<file path="config.mk">
export PLATFORM = sky130hd
export DESIGN_NAME = checksummed_frame_receiver_flat
export DESIGN_NICKNAME = d
export VERILOG_FILES = /design/src/cfr_pkg.sv /design/src/cfr_in_if.sv /design/src/cfr_out_if.sv /design/src/cfr_cfg_if.sv /design/src/cfr_ram.sv /design/src/cfr_ctrl.sv /design/src/cfr_dp.sv /design/src/checksummed_frame_receiver.sv /design/src/flat_wrapper.sv
export SDC_FILE = /design/constraint.sdc
export NUM_CORES = 1
export LEC_CHECK = 0
export BUFFER_PORTS_ARGS = -buffer_cell sky130_fd_sc_hd__clkbuf_2
export CORE_MARGIN = 3
export CORE_UTILIZATION = 40
export CTS_BUF_LIST = sky130_fd_sc_hd__clkbuf_2 sky130_fd_sc_hd__clkbuf_4 sky130_fd_sc_hd__clkbuf_8
export DETAILED_ROUTE_END_ITERATION = 10
export PLACE_DENSITY = 0.6
export SYNTH_ARGS = -nofsm -noshare
export SYNTH_HDL_FRONTEND = slang
export SYNTH_SLANG_ARGS = --single-unit
</file>
<file path="constraint.sdc">
create_clock -name clk -period 4 [get_ports clk]
set_input_delay 0.6 -clock clk [delete_from_list [all_inputs] [get_ports clk]]
set_output_delay 0.6 -clock clk [all_outputs]
set_load 0.01 [all_outputs]
</file>
<file path="src/cfr_pkg.sv">
package cfr_pkg;

  localparam int unsigned BYTE_W      = 8;
  localparam int unsigned MIN_LEN_W   = 7;
  localparam int unsigned POS_W       = 6;
  localparam int unsigned CFG_IDX_W   = 2;
  localparam int unsigned CFG_DATA_W  = 8;

  localparam int unsigned MAX_FRAME_LEN_DEF = 32;

  localparam logic [BYTE_W-1:0]    HEAD_RST    = 8'h42;
  localparam logic [MIN_LEN_W-1:0] MIN_LEN_RST = 7'd4;

  typedef enum logic [CFG_IDX_W-1:0] {
    CFG_FRAME_HEAD = 2'd0,
    CFG_MIN_LEN    = 2'd1
  } cfr_cfg_e;

  typedef enum logic [1:0] {
    ST_RX,
    ST_SUM,
    ST_EM_RD,
    ST_EM_LD
  } cfr_state_t;

  typedef struct packed {
    logic rx_take;
    logic walk_clr;
    logic sum_run;
    logic em_read;
    logic em_load;
    logic set_link;
  } cfr_cmd_t;

  typedef struct packed {
    logic frame_end;
    logic len_ok;
    logic chk_done;
    logic chk_good;
    logic out_free;
    logic em_last;
  } cfr_sts_t;

endpackage

</file>
<file path="src/cfr_in_if.sv">
interface cfr_in_if import cfr_pkg::*; ();
  logic              valid;
  logic              ready;
  logic [BYTE_W-1:0] rx_byte;

  modport source (output valid, output rx_byte, input ready);
  modport sink   (input valid, input rx_byte, output ready);
endinterface

</file>
<file path="src/cfr_out_if.sv">
interface cfr_out_if import cfr_pkg::*; ();
  logic              valid;
  logic              ready;
  logic [BYTE_W-1:0] frame_byte;
  logic [POS_W-1:0]  byte_position;
  logic              last_byte;
  logic              link_up;

  modport source (output valid, output frame_byte, output byte_position,
                  output last_byte, output link_up, input ready);
  modport sink   (input valid, input frame_byte, input byte_position,
                  input last_byte, input link_up, output ready);
endinterface

</file>
<file path="src/cfr_cfg_if.sv">
interface cfr_cfg_if import cfr_pkg::*; ();
  logic                  valid;
  logic                  ready;
  logic [CFG_IDX_W-1:0]  index;
  logic [CFG_DATA_W-1:0] data;

  modport source (output valid, output index, output data, input ready);
  modport sink   (input valid, input index, input data, output ready);
endinterface

</file>
<file path="src/cfr_ram.sv">
module cfr_ram #(
  parameter int unsigned WIDTH = 8,
  parameter int unsigned DEPTH = 32,
  localparam int unsigned AW = $clog2(DEPTH)
) (
  input  logic             clk,
  input  logic             wr_en,
  input  logic [AW-1:0]    wr_addr,
  input  logic [WIDTH-1:0] wr_data,
  input  logic             rd_en,
  input  logic [AW-1:0]    rd_addr,
  output logic [WIDTH-1:0] rd_data
);

  logic [WIDTH-1:0] mem [DEPTH];

  always_ff @(posedge clk) begin
    if (wr_en) begin
      mem[wr_addr] <= wr_data;
    end
    if (rd_en) begin
      rd_data <= mem[rd_addr];
    end
  end

endmodule

</file>
<file path="src/cfr_ctrl.sv">
module cfr_ctrl import cfr_pkg::*; (
  input  logic     clk,
  input  logic     rst_n,
  input  logic     in_valid,
  output logic     in_ready,
  input  cfr_sts_t sts,
  output cfr_cmd_t cmd
);

  cfr_state_t state_r, state_nxt;

  always_ff @(posedge clk) begin
    if (!rst_n) begin
      state_r <= ST_RX;
    end else begin
      state_r <= state_nxt;
    end
  end

  always_comb begin
    state_nxt = state_r;
    case (state_r)
      ST_RX: begin
        if (in_valid && sts.frame_end && sts.len_ok) begin
          state_nxt = ST_SUM;
        end
      end
      ST_SUM: begin
        if (sts.chk_done) begin
          state_nxt = sts.chk_good ? ST_EM_RD : ST_RX;
        end
      end
      ST_EM_RD: state_nxt = ST_EM_LD;
      ST_EM_LD: begin
        if (sts.out_free) begin
          state_nxt = sts.em_last ? ST_RX : ST_EM_RD;
        end
      end
      default: state_nxt = ST_RX;
    endcase
  end

  always_comb begin
    cmd      = '0;
    in_ready = 1'b0;
    case (state_r)
      ST_RX: begin
        in_ready     = 1'b1;
        cmd.rx_take  = in_valid;
        cmd.walk_clr = 1'b1;
      end
      ST_SUM: begin
        cmd.sum_run  = 1'b1;
        cmd.walk_clr = sts.chk_done;
        cmd.set_link = sts.chk_done && sts.chk_good;
      end
      ST_EM_RD: cmd.em_read = 1'b1;
      ST_EM_LD: cmd.em_load = sts.out_free;
      default: ;
    endcase
  end

  ap_emit_only_after_good: assert property (@(posedge clk) disable iff (!rst_n)
    (state_r == ST_SUM && state_nxt == ST_EM_RD) |-> cmd.set_link)
    else $error("emission started without a good checksum");

  ap_no_take_when_busy: assert property (@(posedge clk) disable iff (!rst_n)
    (state_r != ST_RX) |-> !cmd.rx_take && !cmd.walk_clr || state_r == ST_SUM)
    else $error("input taken outside receive state");

  ap_load_leaves_ld: assert property (@(posedge clk) disable iff (!rst_n)
    (cmd.em_load && !sts.em_last) |=> state_r == ST_EM_RD)
    else $error("emission walk did not advance");

endmodule

</file>
<file path="src/cfr_dp.sv">
module cfr_dp import cfr_pkg::*; #(
  parameter int unsigned MAX_FRAME_LEN = MAX_FRAME_LEN_DEF
) (
  input  logic              clk,
  input  logic              rst_n,
  input  logic [BYTE_W-1:0] rx_byte,
  cfr_cfg_if.sink           cfg,
  cfr_out_if.source         out_ch,
  input  cfr_cmd_t          cmd,
  output cfr_sts_t          sts
);

  localparam int unsigned AW = $clog2(MAX_FRAME_LEN);
  localparam int unsigned CW = $clog2(MAX_FRAME_LEN + 1);
  localparam logic [BYTE_W-1:0] MAX_B = BYTE_W'(MAX_FRAME_LEN);

  logic [BYTE_W-1:0]    head_r;
  logic [MIN_LEN_W-1:0] min_r;
  logic                 recv_r, recv_nxt;
  logic [CW-1:0]        cnt_r, cnt_nxt;
  logic [BYTE_W-1:0]    len_r, len_nxt;
  logic                 link_up_r;

  logic [CW-1:0]        ptr_r, ptr_nxt;
  logic [CW-1:0]        rd_idx_r;
  logic                 rd_vld_r;
  logic [BYTE_W-1:0]    sum_r, sum_nxt;

  logic                 out_vld_r;
  logic [BYTE_W-1:0]    out_byte_r;
  logic [POS_W-1:0]     out_pos_r;
  logic                 out_last_r;
  logic                 out_link_r;

  logic                 recv_step, wr_en;
  logic [CW-1:0]        cnt_step;
  logic [AW-1:0]        wr_addr;
  logic [BYTE_W-1:0]    min_b;
  logic                 head_hit, frame_end;
  logic                 sum_issue, rd_en;
  logic [BYTE_W-1:0]    rd_data;

  assign min_b = BYTE_W'(min_r);

  // one receive step on the incoming byte
  always_comb begin
    head_hit  = (rx_byte == head_r) && !recv_r;
    recv_step = recv_r;
    cnt_step  = cnt_r;
    len_nxt   = len_r;
    wr_en     = 1'b0;
    wr_addr   = '0;
    if (head_hit) begin
      recv_step = 1'b1;
      cnt_step  = CW'(1);
      len_nxt   = min_b;
      wr_en     = 1'b1;
    end else if (cnt_r == CW'(2)) begin
      len_nxt  = rx_byte;
      cnt_step = CW'(3);
      wr_en    = 1'b1;
      wr_addr  = AW'(2);
      if (rx_byte > MAX_B || rx_byte < min_b) begin
        len_nxt   = min_b;
        cnt_step  = '0;
        recv_step = 1'b0;
      end
    end else if (recv_r && cnt_r < CW'(MAX_FRAME_LEN)) begin
      wr_en    = 1'b1;
      wr_addr  = cnt_r[AW-1:0];
      cnt_step = cnt_r + CW'(1);
    end
    frame_end = (BYTE_W'(cnt_step) >= MAX_B || BYTE_W'(cnt_step) >= len_nxt) &&
                BYTE_W'(cnt_step) > min_b;
    recv_nxt = frame_end ? 1'b0 : recv_step;
    cnt_nxt  = frame_end ? '0 : cnt_step;
  end

  assign sum_issue = cmd.sum_run && (BYTE_W'(ptr_r) < len_r);
  assign rd_en     = sum_issue || cmd.em_read;

  always_comb begin
    ptr_nxt = ptr_r;
    if (cmd.walk_clr) begin
      ptr_nxt = '0;
    end else if (sum_issue || cmd.em_load) begin
      ptr_nxt = ptr_r + CW'(1);
    end
    sum_nxt = sum_r;
    if (cmd.walk_clr) begin
      sum_nxt = '0;
    end else if (rd_vld_r && (BYTE_W'(rd_idx_r) + 8'd1 < len_r)) begin
      sum_nxt = sum_r + rd_data;
    end
  end

  assign sts.frame_end = frame_end;
  assign sts.len_ok    = (len_nxt != '0) && (len_nxt <= MAX_B);
  assign sts.chk_done  = rd_vld_r && (BYTE_W'(rd_idx_r) == len_r - 8'd1);
  assign sts.chk_good  = (sum_r == rd_data);
  assign sts.out_free  = !out_vld_r || out_ch.ready;
  assign sts.em_last   = (BYTE_W'(ptr_r) == len_r - 8'd1);

  cfr_ram #(
    .WIDTH (BYTE_W),
    .DEPTH (MAX_FRAME_LEN)
  ) u_store (
    .clk     (clk),
    .wr_en   (wr_en && cmd.rx_take),
    .wr_addr (wr_addr),
    .wr_data (rx_byte),
    .rd_en   (rd_en),
    .rd_addr (ptr_r[AW-1:0]),
    .rd_data (rd_data)
  );

  assign cfg.ready = 1'b1;

  always_ff @(posedge clk) begin
    if (!rst_n) begin
      head_r    <= HEAD_RST;
      min_r     <= MIN_LEN_RST;
      recv_r    <= 1'b0;
      cnt_r     <= '0;
      len_r     <= '0;
      link_up_r <= 1'b0;
      ptr_r     <= '0;
      rd_vld_r  <= 1'b0;
      sum_r     <= '0;
      out_vld_r <= 1'b0;
    end else begin
      if (cfg.valid) begin
        case (cfg.index)
          CFG_FRAME_HEAD: head_r <= cfg.data;
          CFG_MIN_LEN:    min_r  <= cfg.data[MIN_LEN_W-1:0];
          default: ;
        endcase
      end
      if (cmd.rx_take) begin
        recv_r <= recv_nxt;
        cnt_r  <= cnt_nxt;
        len_r  <= len_nxt;
      end
      if (cmd.set_link) begin
        link_up_r <= 1'b1;
      end
      ptr_r    <= ptr_nxt;
      sum_r    <= sum_nxt;
      rd_vld_r <= sum_issue && !cmd.walk_clr;
      if (cmd.em_load) begin
        out_vld_r <= 1'b1;
      end else if (out_ch.ready) begin
        out_vld_r <= 1'b0;
      end
    end
  end

  always_ff @(posedge clk) begin
    if (sum_issue) begin
      rd_idx_r <= ptr_r;
    end
    if (cmd.em_load) begin
      out_byte_r <= rd_data;
      out_pos_r  <= POS_W'(ptr_r);
      out_last_r <= sts.em_last;
      out_link_r <= link_up_r;
    end
  end

  assign out_ch.valid         = out_vld_r;
  assign out_ch.frame_byte    = out_byte_r;
  assign out_ch.byte_position = out_pos_r;
  assign out_ch.last_byte     = out_last_r;
  assign out_ch.link_up       = out_link_r;

  ap_cnt_in_range: assert property (@(posedge clk) disable iff (!rst_n)
    cnt_r <= CW'(MAX_FRAME_LEN))
    else $error("byte count beyond frame storage");

  ap_idle_cnt_zero: assert property (@(posedge clk) disable iff (!rst_n)
    !recv_r |-> cnt_r == '0)
    else $error("byte count nonzero while not receiving");

  ap_read_in_frame: assert property (@(posedge clk) disable iff (!rst_n)
    rd_vld_r |-> BYTE_W'(rd_idx_r) < len_r)
    else $error("checksum read outside frame length");

  ap_load_no_overwrite: assert property (@(posedge clk) disable iff (!rst_n)
    cmd.em_load |-> (!out_vld_r || out_ch.ready) && link_up_r)
    else $error("output item overwritten or emitted before link up");

endmodule

</file>
<file path="src/checksummed_frame_receiver.sv">
// Checksummed frame receiver.
// in_ch carries one received serial byte per item. Outside a frame, a byte
// equal to the frame_head register opens a frame; the third byte is the frame
// length and aborts the frame when above MAX_FRAME_LEN or below min_frame_len.
// cfg_ch writes frame_head (index 0) and min_frame_len (index 1); it is always
// ready; the user must write it only while no frame is pending, as the block
// does not enforce this. Bytes are taken one per cycle while receiving.
// At frame end the store is read back once to form the 8-bit sum (one store
// read port), then a good frame goes out on out_ch one byte per item, head
// first, with byte_position, last_byte on the checksum byte and the sticky
// link_up flag. Each output byte is a store read, then an output register
// load. in_ch.ready is low from frame end until the last byte is loaded into
// the output register. A bad frame gives no items and in_ch is ready again
// after the sum pass.
// A stalled out_ch holds the current item and pauses the emission walk.
// Reset clears the receive state and link_up and restores the register
// defaults; the frame store has no reset.
module checksummed_frame_receiver import cfr_pkg::*; #(
  parameter int unsigned MAX_FRAME_LEN = MAX_FRAME_LEN_DEF
) (
  input  logic       clk,
  input  logic       rst_n,
  cfr_in_if.sink     in_ch,
  cfr_out_if.source  out_ch,
  cfr_cfg_if.sink    cfg_ch
);

  cfr_cmd_t cmd;
  cfr_sts_t sts;
  logic     in_ready;

  assign in_ch.ready = in_ready;

  cfr_ctrl u_ctrl (
    .clk      (clk),
    .rst_n    (rst_n),
    .in_valid (in_ch.valid),
    .in_ready (in_ready),
    .sts      (sts),
    .cmd      (cmd)
  );

  cfr_dp #(
    .MAX_FRAME_LEN (MAX_FRAME_LEN)
  ) u_dp (
    .clk     (clk),
    .rst_n   (rst_n),
    .rx_byte (in_ch.rx_byte),
    .cfg     (cfg_ch),
    .out_ch  (out_ch),
    .cmd     (cmd),
    .sts     (sts)
  );

endmodule

</file>
<file path="src/flat_wrapper.sv">
// flat-port wrapper written by rule: the top's interface ports become plain ports
module checksummed_frame_receiver_flat import cfr_pkg::*;
#(
  parameter int unsigned MAX_FRAME_LEN = MAX_FRAME_LEN_DEF
)
  (clk, rst_n, in_ch_valid, in_ch_rx_byte, in_ch_ready, out_ch_valid, out_ch_frame_byte, out_ch_byte_position, out_ch_last_byte, out_ch_link_up, out_ch_ready, cfg_ch_valid, cfg_ch_index, cfg_ch_data, cfg_ch_ready);
  cfr_in_if in_ch_i ();
  cfr_out_if out_ch_i ();
  cfr_cfg_if cfg_ch_i ();
  input  logic clk;
  input  logic rst_n;
  input wire logic [$bits(in_ch_i.valid)-1:0] in_ch_valid;
  input wire logic [$bits(in_ch_i.rx_byte)-1:0] in_ch_rx_byte;
  output wire logic [$bits(in_ch_i.ready)-1:0] in_ch_ready;
  output wire logic [$bits(out_ch_i.valid)-1:0] out_ch_valid;
  output wire logic [$bits(out_ch_i.frame_byte)-1:0] out_ch_frame_byte;
  output wire logic [$bits(out_ch_i.byte_position)-1:0] out_ch_byte_position;
  output wire logic [$bits(out_ch_i.last_byte)-1:0] out_ch_last_byte;
  output wire logic [$bits(out_ch_i.link_up)-1:0] out_ch_link_up;
  input wire logic [$bits(out_ch_i.ready)-1:0] out_ch_ready;
  input wire logic [$bits(cfg_ch_i.valid)-1:0] cfg_ch_valid;
  input wire logic [$bits(cfg_ch_i.index)-1:0] cfg_ch_index;
  input wire logic [$bits(cfg_ch_i.data)-1:0] cfg_ch_data;
  output wire logic [$bits(cfg_ch_i.ready)-1:0] cfg_ch_ready;
  assign in_ch_i.valid = in_ch_valid;
  assign in_ch_i.rx_byte = in_ch_rx_byte;
  assign in_ch_ready = in_ch_i.ready;
  assign out_ch_valid = out_ch_i.valid;
  assign out_ch_frame_byte = out_ch_i.frame_byte;
  assign out_ch_byte_position = out_ch_i.byte_position;
  assign out_ch_last_byte = out_ch_i.last_byte;
  assign out_ch_link_up = out_ch_i.link_up;
  assign out_ch_i.ready = out_ch_ready;
  assign cfg_ch_i.valid = cfg_ch_valid;
  assign cfg_ch_i.index = cfg_ch_index;
  assign cfg_ch_i.data = cfg_ch_data;
  assign cfg_ch_ready = cfg_ch_i.ready;
  checksummed_frame_receiver #(.MAX_FRAME_LEN(MAX_FRAME_LEN)) u_core (.clk(clk), .rst_n(rst_n), .in_ch(in_ch_i), .out_ch(out_ch_i), .cfg_ch(cfg_ch_i));
endmodule
</file>
# Word level (Yosys, flattened, before mapping)
# Memories as Yosys holds them, arrays and structs flattened. A register that Yosys moved wholly into a read port is not among the register bits.
# Cells that the tools add are included.
[op_classes]
bitwise = 1
n_lt_le_gt_ge = 9
muxes = 35
eq_ne = 12
add_sub_neg = 5
reduce_logical = 31
[ops]
columns = ["op", "n"]
rows = [
  ["$mux 6", 4],
  ["$mux 8", 3],
  ["$mux 1", 17],
  ["$eq 6x8->1", 2],
  ["$eq 8x8->1", 2],
  ["$mux 5", 3],
  ["$add 6x1->6 const B", 2],
  ["$logic_and 1x1->1", 12],
  ["$mux 2", 6],
  ["$add 8x8->8", 1],
  ["$ge 6x8->1", 1],
  ["$gt 8x6->1 const B", 1],
  ["$le 8x6->1 const B", 1],
  ["$lt 6x8->1", 1],
  ["$lt 7x8->1", 1],
  ["$lt 8x7->1", 1],
  ["$pmux 2 s4", 1],
  ["$reduce_bool 8->1", 1],
  ["$sub 8x1->8 const B", 1],
  ["$add 6x1->7 const B", 1],
  ["$gt 6x7->1", 1],
  ["$eq 6x2->1 const B", 1],
  ["$ge 6x6->1 const B", 1],
  ["$lt 6x6->1 const B", 1],
  ["13 further kinds", 27],
]
[totals]
word_cells = 110
memories = 1
in_bits = 23
out_inout_bits = 19
register_bits = 71
mem_bits_rw = 256
[memory_table]
columns = ["memory", "depth", "word_bits", "read_ports", "rd_ports_with_merged_regs", "write_ports", "line", "source"]
rows = [
  ["u_core.u_dp.u_store.mem", 32, 8, 1, 1, 1, "cfr_ram.sv:15", "logic [WIDTH-1:0] mem [DEPTH];"],
]

# Logic depth before layout (Yosys ltp)
# Gate-level depths: netlist of the first run.
[logic_depth]
depth_word = 12
mapped_depth = 17
ltp_nobuf = 17

# Cells and area by module
# A second synthesis of the first run with hierarchy kept.
[unflattened]
cells_unflattened = 911
hier_area_um2 = 14776.7
[by_module_without_submodules]
columns = ["module", "seq_area_each_um2", "instances", "area_per_inst_um2", "cells_per_inst"]
rows = [
  ["cfr_ram", 7927.6, 1, 10133.5, 417],
  ["cfr_dp", 1601.5, 1, 4501.8, 476],
  ["cfr_ctrl", 40.0, 1, 141.4, 18],
]

# Worst setup path before layout of the first run
# Ideal clock, no wire load.
[synth_path]
path_kind = "input port to flip-flop"
startpoint = "input port in_ch_rx_byte[4]"
endpoint = "register u_core.u_ctrl.state_r[0]"
path_stages = 16
required_ps = 3882
path_slack_ps = 453
n_path_buf = 0
t_arrival_ps = 3429
setup_time_ps = 118
path_cell_list = "ha_1 o211a_1 a211oi_1 or2_4 or2_4 nor2_1 a211oi_1 ha_1 nand2b_1 a211oi_1 o21bai_1 a31oi_1 a211oi_1 o21bai_2 a2111oi_0 o2bb2ai_1"
[synth_via]
elab_chain_len = 12
elab_cells_between_ends = 23
cone_classes = "6 x order compare; 2 x eq/ne; 6 x mux; 9 x reduce/logical"
[synth_lines]
columns = ["element", "line", "source"]
rows = [
  ["from (decl)", "flat_wrapper.sv:13", "input wire logic [$bits(in_ch_i.rx_byte)-1:0] in_ch_rx_byte;"],
  ["$gt 8x6->1 or $lt 8x7->1 (tied branches)", "cfr_dp.sv:63", "if (rx_byte > MAX_B || rx_byte < min_b) begin"],
  ["$logic_or 1x1->1", "cfr_dp.sv:63", ""],
  ["$mux 2 or $mux 8 (tied branches)", "cfr_dp.sv:63", ""],
  ["$mux 6 or $mux 8 (tied branches)", "cfr_dp.sv:58", "end else if (cnt_r == CW'(2)) begin"],
  ["$mux 6 or $mux 8 (tied branches)", "cfr_dp.sv:53", "if (head_hit) begin"],
  ["$ge 6x8->1 or $ge 6x6->1 (tied branches)", "cfr_dp.sv:73", "frame_end = (BYTE_W'(cnt_step) >= MAX_B || BYTE_W'(cnt_step) >= len_nxt) &&"],
  ["$logic_or 1x1->1", "cfr_dp.sv:73", ""],
  ["$logic_and 1x1->1", "cfr_dp.sv:73", ""],
  ["$logic_and 1x1->1", "cfr_ctrl.sv:24", "if (in_valid && sts.frame_end && sts.len_ok) begin"],
  ["$logic_and 1x1->1 *", "cfr_ctrl.sv:24", ""],
  ["$ne 2x2->1 (no source line) *", "n/a", ""],
  ["$reduce_and 3->1 (no source line) *", "n/a", ""],
  ["to (signal assigned)", "cfr_ctrl.sv:16", "state_r <= state_nxt;"],
  ["to (decl)", "cfr_ctrl.sv:10", "cfr_state_t state_r, state_nxt;"],
]
# Mark *: on every way between the ends. The rest lies on a longest branch, timed or not.
# A chain may end at the register's enable or synchronous reset.

# Worst setup path in the final report of the first run
[layout_path]
startpoint = "register u_core.u_dp.min_r[5]"
endpoint = "register u_core.u_ctrl.state_r[0]"
[layout_via]
elab_chain_len = 12
elab_cells_between_ends = 20
cone_classes = "5 x order compare; 1 x eq/ne; 6 x mux; 8 x reduce/logical"
[layout_lines]
columns = ["element", "line", "source"]
rows = [
  ["from (decl)", "cfr_dp.sv:18", "logic [MIN_LEN_W-1:0] min_r;"],
  ["from (signal assigned)", "cfr_dp.sv:135", "CFG_MIN_LEN: min_r <= cfg.data[MIN_LEN_W-1:0];"],
  ["$lt 8x7->1", "cfr_dp.sv:63", ""],
  ["$logic_or 1x1->1", "cfr_dp.sv:63", ""],
  ["$mux 2 or $mux 8 (tied branches)", "cfr_dp.sv:63", ""],
  ["$mux 6 or $mux 8 (tied branches)", "cfr_dp.sv:58", ""],
  ["$mux 6 or $mux 8 (tied branches)", "cfr_dp.sv:53", ""],
  ["$ge 6x8->1 or $ge 6x6->1 (tied branches)", "cfr_dp.sv:73", ""],
  ["$logic_or 1x1->1", "cfr_dp.sv:73", ""],
  ["$logic_and 1x1->1", "cfr_dp.sv:73", ""],
  ["$logic_and 1x1->1", "cfr_ctrl.sv:24", ""],
  ["$logic_and 1x1->1 *", "cfr_ctrl.sv:24", ""],
  ["$ne 2x2->1 (no source line) *", "n/a", ""],
  ["$reduce_and 3->1 (no source line) *", "n/a", ""],
]
# Marks and branches as above.

==> run_results.csv, run 1 <==
group,metric,value,unit
status,run_status,"complete, no violations",
critical_path,path_class,"register to register",
timing,slew_viol_final,0,
placed_design,io_buffers,40,
synth,synth_compound_area_share,4.871,%
synth,ys_ff_latch,335,
die,core,35830,µm²
timing,slew_headroom,45.16,%
synth,ys_seq_area_share,65.36,%
die,die_area,38930,µm²
pwr,p_leak,5.694,nW
critical_path,critPathLaunchType,"register",
critical_path,cp_top_family,"compound AO/OA/AOI/OAI gates",
timing,finalSetupViolCount,0,
timing,hold_viol,0,
timing,fmax,0.2698,GHz
critical_path,worstPathCellList,"inv_1 -> ha_1 -> o211a_1 -> a211oi_2 -> or2_4 -> o21ai_2 -> nand2_1 -> a21oi_1 -> ha_1 -> nor2b_1 -> o21a_1 -> o21ai_0 -> a211o_1 -> o21bai_2 -> a2111oi_0 -> o2bb2ai_1",
synth,synthMuxAreaShare,14.43,%
global_route,grt_pass1_vias,8496,
finish,area_delta_synth_final,15.22,%
clock_tree,clk_latency,580,ps
die,fp.dieW,197.3,µm
synth,synthXorXnorAreaFrac,2.393,%
critical_path,arrival,4220,ps
die,start_util,40.86,%
die,rows,69,
placed_design,hpwl,23.09,mm
critical_path,cp_slowest_stage_delay,440,ps
synth,syn-cell-area,14640,µm²
critical_path,path_buf_inv,1,
min_path,hold_start,"cfg_ch_data[7]",
clock_tree,root_buffer,"clkbuf_8",
routing,drtPass1Iterations,5,
synth,synth-edff-count,286,
timing,hold_slack,264.7,ps
finish,layout-drive-gt1-share,28.10,%
clock_tree,clock-sinks,335,
timing,final.setup.tns,0,ps
critical_path,crit_path_frequent_cell,"ha_1",
global_route,grt.total_usage,17.92,%
routing,vias,8354,
timing,rsz0062_at_grt,"no",
clock_tree,path_clk_slew,60,ps
critical_path,required,4510,ps
placed_design,pre_cts_slack,47.25,ps
pwr,p_per_area,405.4,nW/µm²
global_route,grt_max_degree,41,
synth,syn-instance-count,917,
global_route,antenna_found_initial,0,
routing,drcViolationCount,0,
critical_path,critPathCaptureType,"register",
global_route,grt_remaining_overflow,0,
synth,syn_area_per_cell,15.97,µm²
timing,post-route-worst-setup-slack,294.1,ps
timing,period_minus_slack,3706,ps
timing,tightestPinTransition,819.6,ps
placed_design,gp_congestion,0.8238,
global_route,grt_use_met3,3.343,%
critical_path,r2r-start,"u_core.u_dp.min_r[5]",
global_route,global_route.usage.met1,25.31,%
synth,synth_top_family_by_area,"multiplexers",
timing,finalCritPeriodShare,92.65,%
die,io_pins,42,
global_route,gr-usage-met2,28.62,%
finish,fin_cells,1550,
clock_tree,cts_made_buffers,55,
die,die_h,197.3,µm
routing,wl_per_cell,22.24,µm
finish,diodes,0,
clock_tree,cts_buffer_depth,3,
clock_tree,cts_tree,"built",
critical_path,crit_start,"u_core.u_dp.min_r[5]",
routing,final_antenna_net_count,0,
min_path,hold_class,"primary input to register",
routing,via_per_inst,5.390,
synth,synth_fp_nets,985,
job,max_cap_viol_count,0,
clock_tree,cts_max_level,2,
pwr,vdd_drop_max,0.0002178,V
placed_design,placed_cells,1450,
critical_path,critPathMaxFanout,6,
synth,synth_warnings,0,
synth,async_flop_share,0,%
timing,fin_skew,24.47,ps
synth,ys.flop_type,"edfxtp_1",
global_route,grt_pass1_wl,52.36,mm
synth,synth-simple-area-share,7.025,%
synth,yosysUniqueCellTypes,66,
critical_path,cp_slowest_cell,"a2111oi_0",
synth,synth_fa_ha_area_share,3.897,%
routing,wirelength,34.47,mm
routing,drt_iter0_drc,574,
global_route,busiest_layer,"met2",
finish,nets,1114,
-- worst min-delay path, cell delays in order --
cell and delay, ps:
clkbuf_2 80, mux2i_1 60, nor2_1 80
-- per-layer routing --
layer  vias up  wire (µm)
met5         -          0
met4         0        751
met3        61       1843
met2       238      16390
met1      4206      15490
li1       3849          -
-- through the flow --
step	cell area [µm²]	total power, W	utilization (%)
after floorplan	14640	0.003932	-
after global placement	15810	0.004030	44.12
after detailed placement	15810	0.004033	44.12
after CTS	16860	0.006930	47.07
after global routing	16870	0.007110	47.08
final	16870	0.006839	47.08
-- Yosys cell counts (9+ instances only) --
library cell	instances	share of area, %
nand3_1	18	0.62
inv_1	28	0.72
o21a_1	10	0.51
nor2_1	90	2.3
mux2i_1	22	1.5
xor2_1	20	1.2
nor2b_1	10	0.43
o21ai_0	12	0.41
nand2_1	41	1.1
clkbuf_1	25	0.64
dfxtp_1	49	6.7
a21oi_1	24	0.82
edfxtp_1	286	59
buf_2	9	0.31
nand4_1	11	0.47
mux4_2	80	12
ha_1	44	3.8
nor3_1	11	0.38
xnor2_1	20	1.2
-- placed cells by master, fill, tap and decap left out, drive strengths merged, types with 11 or more instances in the layout --
master  count
xnor2      20
edfxtp    286
nand4      11
dfxtp      49
buf        72
clkbuf    116
inv        29
clkinv     23
nand2      41
xor2       20
nor3       12
mux2i      22
ha         44
mux4       80
a21oi      25
nor2       90
nand3      18
o21ai      19
-- logic make-up (layout without fill, tap and decap cells) --
kind of cell               count (synthesis)  after routing
other                                      1              1
muxes                                    110            110
and+or+nand+nor                          217            217
buffers and inverters                     69            241
xor gates and xnor gates                  40             40
adders and majority gates                 45             45
DFF                                      335            335
AOI/OAI and AO/OA                        100            100
-- power breakdown --
part | leakage [nW] | internal [W] | total [W] | switching (W)
registers | 2.97 | 0.00378 | 0.00379 | 0.00000532
logic | 2.15 | 0.0000555 | 0.000170 | 0.000115
clock network | 0.573 | 0.00156 | 0.00288 | 0.00132
-- state kept, by name (all words and copies together) (netlist names) --
signal	flops
u_core.u_dp.u_store.mem	256
u_core.u_dp.head_r	8
u_core.u_dp.len_r	8
u_core.u_dp.out_ch.frame_byte	8
u_core.u_dp.sum_r	8
u_core.u_dp.u_store.rd_data	8
u_core.u_dp.min_r	7
u_core.u_dp.cnt_r	6
u_core.u_dp.out_ch.byte_position	6
u_core.u_dp.ptr_r	6
u_core.u_dp.rd_idx_r	6
u_core.u_ctrl.state_r	2
u_core.u_dp.link_up_r	1
u_core.u_dp.out_ch.last_byte	1
u_core.u_dp.out_ch.link_up	1
u_core.u_dp.out_ch.valid	1
u_core.u_dp.rd_vld_r	1
u_core.u_dp.recv_r	1
-- timing repair --
item | CTS | global route
gates resized for setup | 0 | 1
hold buffers | 0 | 0
setup buffers | 0 | 0
endpoints found under the setup margin | 0 | 1
-- final cells by class --
cell class,count,area (µm²)
multi-input combinational,513,4783
inverter,29,108.9
clock buffer,76,927.1
clock inverter,24,130.1
fill,3092,18960
sequential,335,9577
timing repair buffer,112,765.7
tap,461,576.8
-- worst paths after layout --
check,depth (start not counted),slack [ps],end
hold / removal,3,260,u_core.u_dp.head_r[7]
setup reg to reg,16,290,u_core.u_ctrl.state_r[0]
hold reg to reg,0,440,u_core.u_dp.out_ch.link_up
setup / recovery,16,290,u_core.u_ctrl.state_r[0]
Note: power is estimated with default switching activity, not from simulation.
==> run 2: changes to the inputs <==
--- a/config.mk
+++ b/config.mk
@@ -7,10 +7,10 @@
 export LEC_CHECK = 0
 export BUFFER_PORTS_ARGS = -buffer_cell sky130_fd_sc_hd__clkbuf_2
 export CORE_MARGIN = 3
-export CORE_UTILIZATION = 40
+export CORE_UTILIZATION = 56
 export CTS_BUF_LIST = sky130_fd_sc_hd__clkbuf_2 sky130_fd_sc_hd__clkbuf_4 sky130_fd_sc_hd__clkbuf_8
 export DETAILED_ROUTE_END_ITERATION = 10
-export PLACE_DENSITY = 0.6
+export PLACE_DENSITY = 0.81
 export SYNTH_ARGS = -nofsm -noshare
 export SYNTH_HDL_FRONTEND = slang
 export SYNTH_SLANG_ARGS = --single-unit
==> constraint.sdc (replaced) <==
create_clock -name clk -period 3.35 [get_ports clk]
set_input_delay 0.5025 -clock clk [delete_from_list [all_inputs] [get_ports clk]]
set_output_delay 0.5025 -clock clk [all_outputs]
set_load 0.01 [all_outputs]
==> run 2 against run 1 <==
  * Via count increased by 6.0%
  * Worst setup slack got worse by 270 ps
  * Die area is 28% lower
  * Clock-buffer cell count rose by 8
  * Critical path depth rose by 1
  * Hold slack got worse by 78 ps
  * Wire length down 1.9%
  * First-iteration DRC count is 40% higher
  * Largest power group unchanged
==> run_results.csv, run 2 (synthesized netlist as in run 1, its figures left out) <==
group,metric,value,unit
critical_path,path_class,"register to register",
critical_path,arrival,3830,ps
die,fp.dieW,167.7,µm
die,die_area,28120,µm²
timing,period_minus_slack,3330,ps
critical_path,required,3850,ps
die,die_h,167.7,µm
routing,via_per_inst,6.016,
finish,final_common_cell,"edfxtp_1",
clock_tree,cts_buffer_depth,3,
timing,slew_viol_final,0,
critical_path,critPathLaunchType,"register",
timing,fin_skew,23.53,ps
finish,regMostFlops,"u_core.u_dp.u_store.mem",
timing,final.setup.tns,0,ps
timing,post-route-worst-setup-slack,20.38,ps
global_route,grt.total_usage,24.34,%
finish,largest_reg_flops,256,
timing,hold_slack,186.7,ps
timing,slew_headroom,13.41,%
critical_path,critPathMaxFanout,8,
placed_design,hpwl,23.13,mm
finish,final_cell_mix,"edfxtp_1 (286), buf_4 (118), nor2_1 (90), mux4_2 (80), clkbuf_8 (57)",
placed_design,pre_cts_slack,-461.3,ps
finish,fin_cells,1472,
clock_tree,root_buffer,"clkbuf_8",
pwr,power.share.clock,41.9,%
timing,hold_viol,0,
pwr,p_leak,6.067,nW
pwr,p_int,0.006561,W
timing,finalSetupViolCount,0,
routing,drt_iter0_drc,802,
timing,rsz0062_at_grt,"yes",
finish,fill_cells,1643,
finish,area_delta_synth_final,19.52,%
routing,vias,8855,
status,run_status,"complete, no violations",
die,start_util,57.48,%
die,rows,58,
routing,drtPass1Iterations,6,
pwr,p_per_area,469.8,nW/µm²
routing,drcViolationCount,0,
job,max_cap_viol_count,0,
finish,nets,1168,
routing,final_antenna_net_count,0,
placed_design,io_buffers,40,
timing,fmax,0.3003,GHz
placed_design,gp_congestion,0.9145,
routing,wirelength,33.83,mm
pwr,p_seq_share,55.1,%
clock_tree,cts_tree,"built",
clock_tree,clock-sinks,335,
critical_path,critPathCaptureType,"register",
global_route,grt_max_degree,72,
global_route,antenna_found_initial,0,
timing,tightestPinTransition,1285,ps
clock_tree,path_clk_slew,60,ps
pwr,combPwrFrac,3.0,%
placed_design,placed_cells,1371,
die,core,25470,µm²
clock_tree,cts_max_level,2,
pwr,p_switching,0.001659,W
clock_tree,clk_latency,580,ps
routing,wl_per_cell,22.98,µm
pwr,vdd_drop_max,0.0004317,V
timing,finalCritPeriodShare,99.39,%
pwr,switching_share,20.18,%
die,io_pins,42,
min_path,hold_class,"primary input to register",
global_route,grt_pass1_vias,8892,
global_route,grt_remaining_overflow,0,
clock_tree,cts_made_buffers,52,
global_route,grt_pass1_wl,52.18,mm
finish,layout-drive-gt1-share,35.41,%
-- run 2: changes by cell type in the layout (fill, tap and decap cells not counted), sizes merged --
cell,change
clkinv,-15
clkbuf,+8
inv,+2
diode,+1
buf,+57
-- run 2: what timing repair did --
item	CTS	global route
setup buffers	2	5
hold buffers	0	0
pin swaps	9	30
setup endpoints to repair	7	7
gates resized for setup	26	24
-- run 2: worst max-delay path: stages (launching register included) --
cell and delay [ps]:
dfxtp_2 330, inv_2 60, ha_4 230, o211a_1 210
a211oi_2 260, buf_4 160, buf_4 120, o41ai_4 90
a221oi_4 360, ha_4 250, a211oi_2 220, o21bai_1 120
a31oi_1 220, a211oi_2 80, o21bai_4 170, buf_12 150
nand3_1 80, a21oi_1 140
-- run 2: path summary, 6_finish.rpt --
path / from / to / slack (ps) / depth (start not counted)
setup / recovery: u_core.u_dp.min_r[4] / u_core.u_dp.cnt_r[2] / 20 / 17
hold / removal: cfg_ch_data[7] / u_core.u_dp.head_r[7] / 190 / 3
setup reg to reg: u_core.u_dp.min_r[4] / u_core.u_dp.cnt_r[2] / 20 / 17
hold reg to reg: u_core.u_dp.link_up_r / u_core.u_dp.out_ch.link_up / 450 / 0
-- run 2: layer usage --
layer	part of all wire, %	global-route usage [%]	vias to the layer above
li1	-	-	3953
met1	42	34.29	4477
met2	49	39.96	355
met3	6.1	3.895	70
met4	2.5	7.222	0
met5	0	0	-
-- run 2: power groups by stage --
| stage | logic (W) | registers (W) | clock network [W] |
|---|---|---|---|
| 2_1_floorplan | 0.0000847 | 0.00461 | 0 |
| 3_3_place_gp | 0.000213 | 0.00461 | 0 |
| 3_5_place_dp | 0.000220 | 0.00461 | 0 |
| 4_1_cts | 0.000233 | 0.00453 | 0.00350 |
| 5_1_grt | 0.000270 | 0.00452 | 0.00369 |
| 6_report | 0.000250 | 0.00453 | 0.00344 |
-- run 2: cell type report --
class / count / area, µm² / share of cell area [%]
Sequential cell: 335 / 9580 / 54.75
Clock inverter: 11 / 86.33 / 0.4934
Clock buffer: 84 / 987.2 / 5.642
Antenna cell: 1 / 2.502 / 0.01430
Multi-Input combinational cell: 513 / 5046 / 28.84
Timing Repair Buffer: 169 / 1271 / 7.265
Tap cell: 330 / 412.9 / 2.360
Inverter: 29 / 111.4 / 0.6364
-- run 2: through the flow --
stage / total power, W / utilization [%] / cell area, µm²
finish: 0.008220 / 68.70 / 17500
global route: 0.008484 / 68.69 / 17500
CTS: 0.008254 / 68.07 / 17340
detailed placement: 0.004833 / 63.25 / 16110
global placement: 0.004825 / 63.25 / 16110
floorplan: 0.004698 / - / 14670
==> run 3: changes to the inputs <==
--- a/config.mk
+++ b/config.mk
@@ -6,6 +6,7 @@
 export NUM_CORES = 1
 export LEC_CHECK = 0
 export BUFFER_PORTS_ARGS = -buffer_cell sky130_fd_sc_hd__clkbuf_2
+export CORE_ASPECT_RATIO = 0.75
 export CORE_MARGIN = 3
 export CORE_UTILIZATION = 56
 export CTS_BUF_LIST = sky130_fd_sc_hd__clkbuf_2 sky130_fd_sc_hd__clkbuf_4 sky130_fd_sc_hd__clkbuf_8
==> run 3 against run 2 <==
  * Largest cell class unchanged
  * Sequential power is essentially flat
  * The flow now finishes with violations (negative setup slack)
  * Register-to-register slack lost 70 ps
  * Non-clock buffer count is the same
  * Total power shrank 0.24%
  * Highest routed layer is now met5
  * Global-route usage grew 0.85 points
==> run_results.csv, run 3 (synthesized netlist as in run 1, its figures left out) <==
group,metric,value,unit
critical_path,critPathCaptureType,"register",
critical_path,required,3820,ps
global_route,antenna_found_initial,2,
routing,drtPass1Iterations,5,
finish,fill_cells,1695,
clock_tree,ctsHoldBuffers,0,
die,rows,50,
finish,fin_cells,1478,
status,violations,"negative setup slack",
routing,drcViolationCount,0,
placed_design,io_buffers,40,
critical_path,arrival,3860,ps
die,fp.dieW,192.7,µm
timing,hold_viol,0,
clock_tree,cts_made_buffers,50,
critical_path,critPathLaunchType,"register",
finish,final_cell_mix,"edfxtp_1 (286), buf_4 (122), nor2_1 (89), mux4_2 (80), clkbuf_8 (58)",
placed_design,placed_cells,1376,
timing,finalSetupViolCount,6,
critical_path,path_buf_inv,4,
finish,layout-drive-gt1-share,35.18,%
clock_tree,cts_tree,"built",
critical_path,critPathMaxFanout,8,
routing,drt_iter0_drc,1124,
clock_tree,cts_max_level,2,
placed_design,gp_congestion,0.9212,
pwr,switching_share,20.82,%
finish,final_common_cell,"edfxtp_1",
critical_path,r2r_slack,-50,ps
critical_path,rr_worst_depth,18,
routing,wirelength,34.64,mm
pwr,p_per_area,468.6,nW/µm²
clock_tree,cts_buffer_depth,3,
critical_path,cp_slowest_cell,"dfxtp_2",
clock_tree,clock-sinks,335,
die,start_util,57.78,%
finish,multi_input_area,5090,µm²
clock_tree,root_buffer,"clkbuf_8",
timing,rsz0062_at_grt,"yes",
critical_path,path_class,"register to register",
pwr,p_seq_share,55.2,%
pwr,p_switching,0.001707,W
critical_path,cp_top_family,"compound AO/OA/AOI/OAI gates",
finish,seq_area,9584,µm²
timing,slew_viol_final,0,
min_path,hold_class,"primary input to register",
finish,regMostFlops,"u_core.u_dp.u_store.mem",
pwr,vdd_drop_max,0.0003698,V
timing,period_minus_slack,3395,ps
job,max_cap_viol_count,0,
pwr,power.share.clock,41.7,%
global_route,grt_pass1_wl,53.02,mm
timing,finalCritPeriodShare,101.4,%
global_route,grt_remaining_overflow,0,
min_path,whs_path_depth,3,
die,die_area,28140,µm²
finish,largest_reg_flops,256,
global_route,grt.total_usage,25.19,%
routing,final_antenna_net_count,0,
die,die_h,146.0,µm
timing,tightestPinTransition,1232,ps
die,io_pins,42,
pwr,combPwrFrac,3.1,%
routing,wl_per_cell,23.44,µm
clock_tree,path_clk_slew,70,ps
clock_tree,clk_latency,580,ps
timing,fin_skew,16.45,ps
global_route,grt_max_degree,60,
placed_design,hpwl,23.92,mm
critical_path,cp_slowest_stage_delay,320,ps
critical_path,worstPathCellList,"inv_2 -> ha_4 -> nand2_2 -> o21ai_4 -> a221oi_4 -> buf_6 -> or2_4 -> buf_6 -> a221oi_4 -> ha_1 -> a211oi_2 -> o21bai_1 -> a31oi_1 -> a211oi_2 -> o21bai_4 -> buf_12 -> a2111oi_4 -> o2bb2ai_1",
status,run_status,"complete, but fails checks",
timing,slew_headroom,16.97,%
finish,area_delta_synth_final,19.54,%
timing,hold_slack,159.0,ps
finish,nets,1166,
routing,vias,8970,
pwr,p_leak,6.038,nW
timing,post-route-worst-setup-slack,-45.42,ps
critical_path,cp_num_cells,18,
routing,via_per_inst,6.069,
timing,fmax,0.2945,GHz
die,core,25340,µm²
pwr,p_int,0.006493,W
finish,diodes,0,
global_route,grt_pass1_vias,8906,
## run 3: cell count changes in the layout (fill, tap and decap cells not counted), sizes merged
cell,delta
clkbuf,-14
clkinvlp,+2
bufinv,+1
clkinv,+10
diode,-1
## run 3: final timing paths
kind / from / endpoint
setup / recovery: u_core.u_dp.min_r[2] / u_core.u_ctrl.state_r[0]
hold / removal: cfg_ch_data[6] / u_core.u_dp.head_r[6]
setup reg to reg: u_core.u_dp.min_r[2] / u_core.u_ctrl.state_r[0]
hold reg to reg: u_core.u_dp.link_up_r / u_core.u_dp.out_ch.link_up
## run 3: layout make-up
cell class                 instances  share of cell area, %
clock inverter                    24                 0.9437
inverter                          29                 0.6363
clock buffer                      70                  5.076
sequential                       335                  54.77
multi-input combinational        513                  29.08
timing repair buffer             169                  7.078
tap                              338                  2.417
## run 3: power by group through the flow
| stage | clock [W] | sequential, W | combinational [W] |
|---|---|---|---|
| floorplan | 0 | 0.00461 | 0.0000847 |
| global placement | 0 | 0.00461 | 0.000213 |
| detailed placement | 0 | 0.00461 | 0.000221 |
| CTS | 0.00347 | 0.00452 | 0.000237 |
| global route | 0.00368 | 0.00452 | 0.000276 |
| finish | 0.00342 | 0.00452 | 0.000257 |
## run 3: stage by stage
| step | TNS (ps) | cell area [µm²] | total power (W) | setup WS [ps] | util (%) |
|---|---|---|---|---|---|
| finish | -158.9 | 17500 | 0.008200 | -45.42 | 69.07 |
| global placement | -2625 | 16080 | 0.004824 | -469.6 | 63.45 |
| floorplan | 0 | 14670 | 0.004698 | 37.53 | - |
| global route | -1163 | 17500 | 0.008477 | -180.5 | 69.07 |
| detailed placement | -3341 | 16080 | 0.004833 | -540.3 | 63.45 |
| CTS | 0 | 17350 | 0.008234 | 3.384 | 68.49 |
## run 3: worst reg2reg max path, stage by stage (launching register included)
cell and delay (ps):
dfxtp_2 320, inv_2 50, ha_4 280, nand2_2 60, o21ai_4 190, a221oi_4 100
buf_6 140, or2_4 290, buf_6 140, a221oi_4 270, ha_1 290, a211oi_2 230
o21bai_1 110, a31oi_1 220, a211oi_2 80, o21bai_4 170, buf_12 150, a2111oi_4 50
o2bb2ai_1 160
## run 3: routing by layer
metal	part of all wire [%]	routed length (µm)	global-route usage, %
met1	43	14820	38.84
met2	45	15580	36.48
met3	11	3666	6.313
met4	1.6	551	6.261
met5	0.052	18	0
## run 3: timing repair
| item | in CTS | in global routing |
|---|---|---|
| resized for setup | 36 | 22 |
| setup endpoints to repair | 7 | 8 |
| pin swaps | 23 | 14 |
| buffers inserted | 7 | 3 |
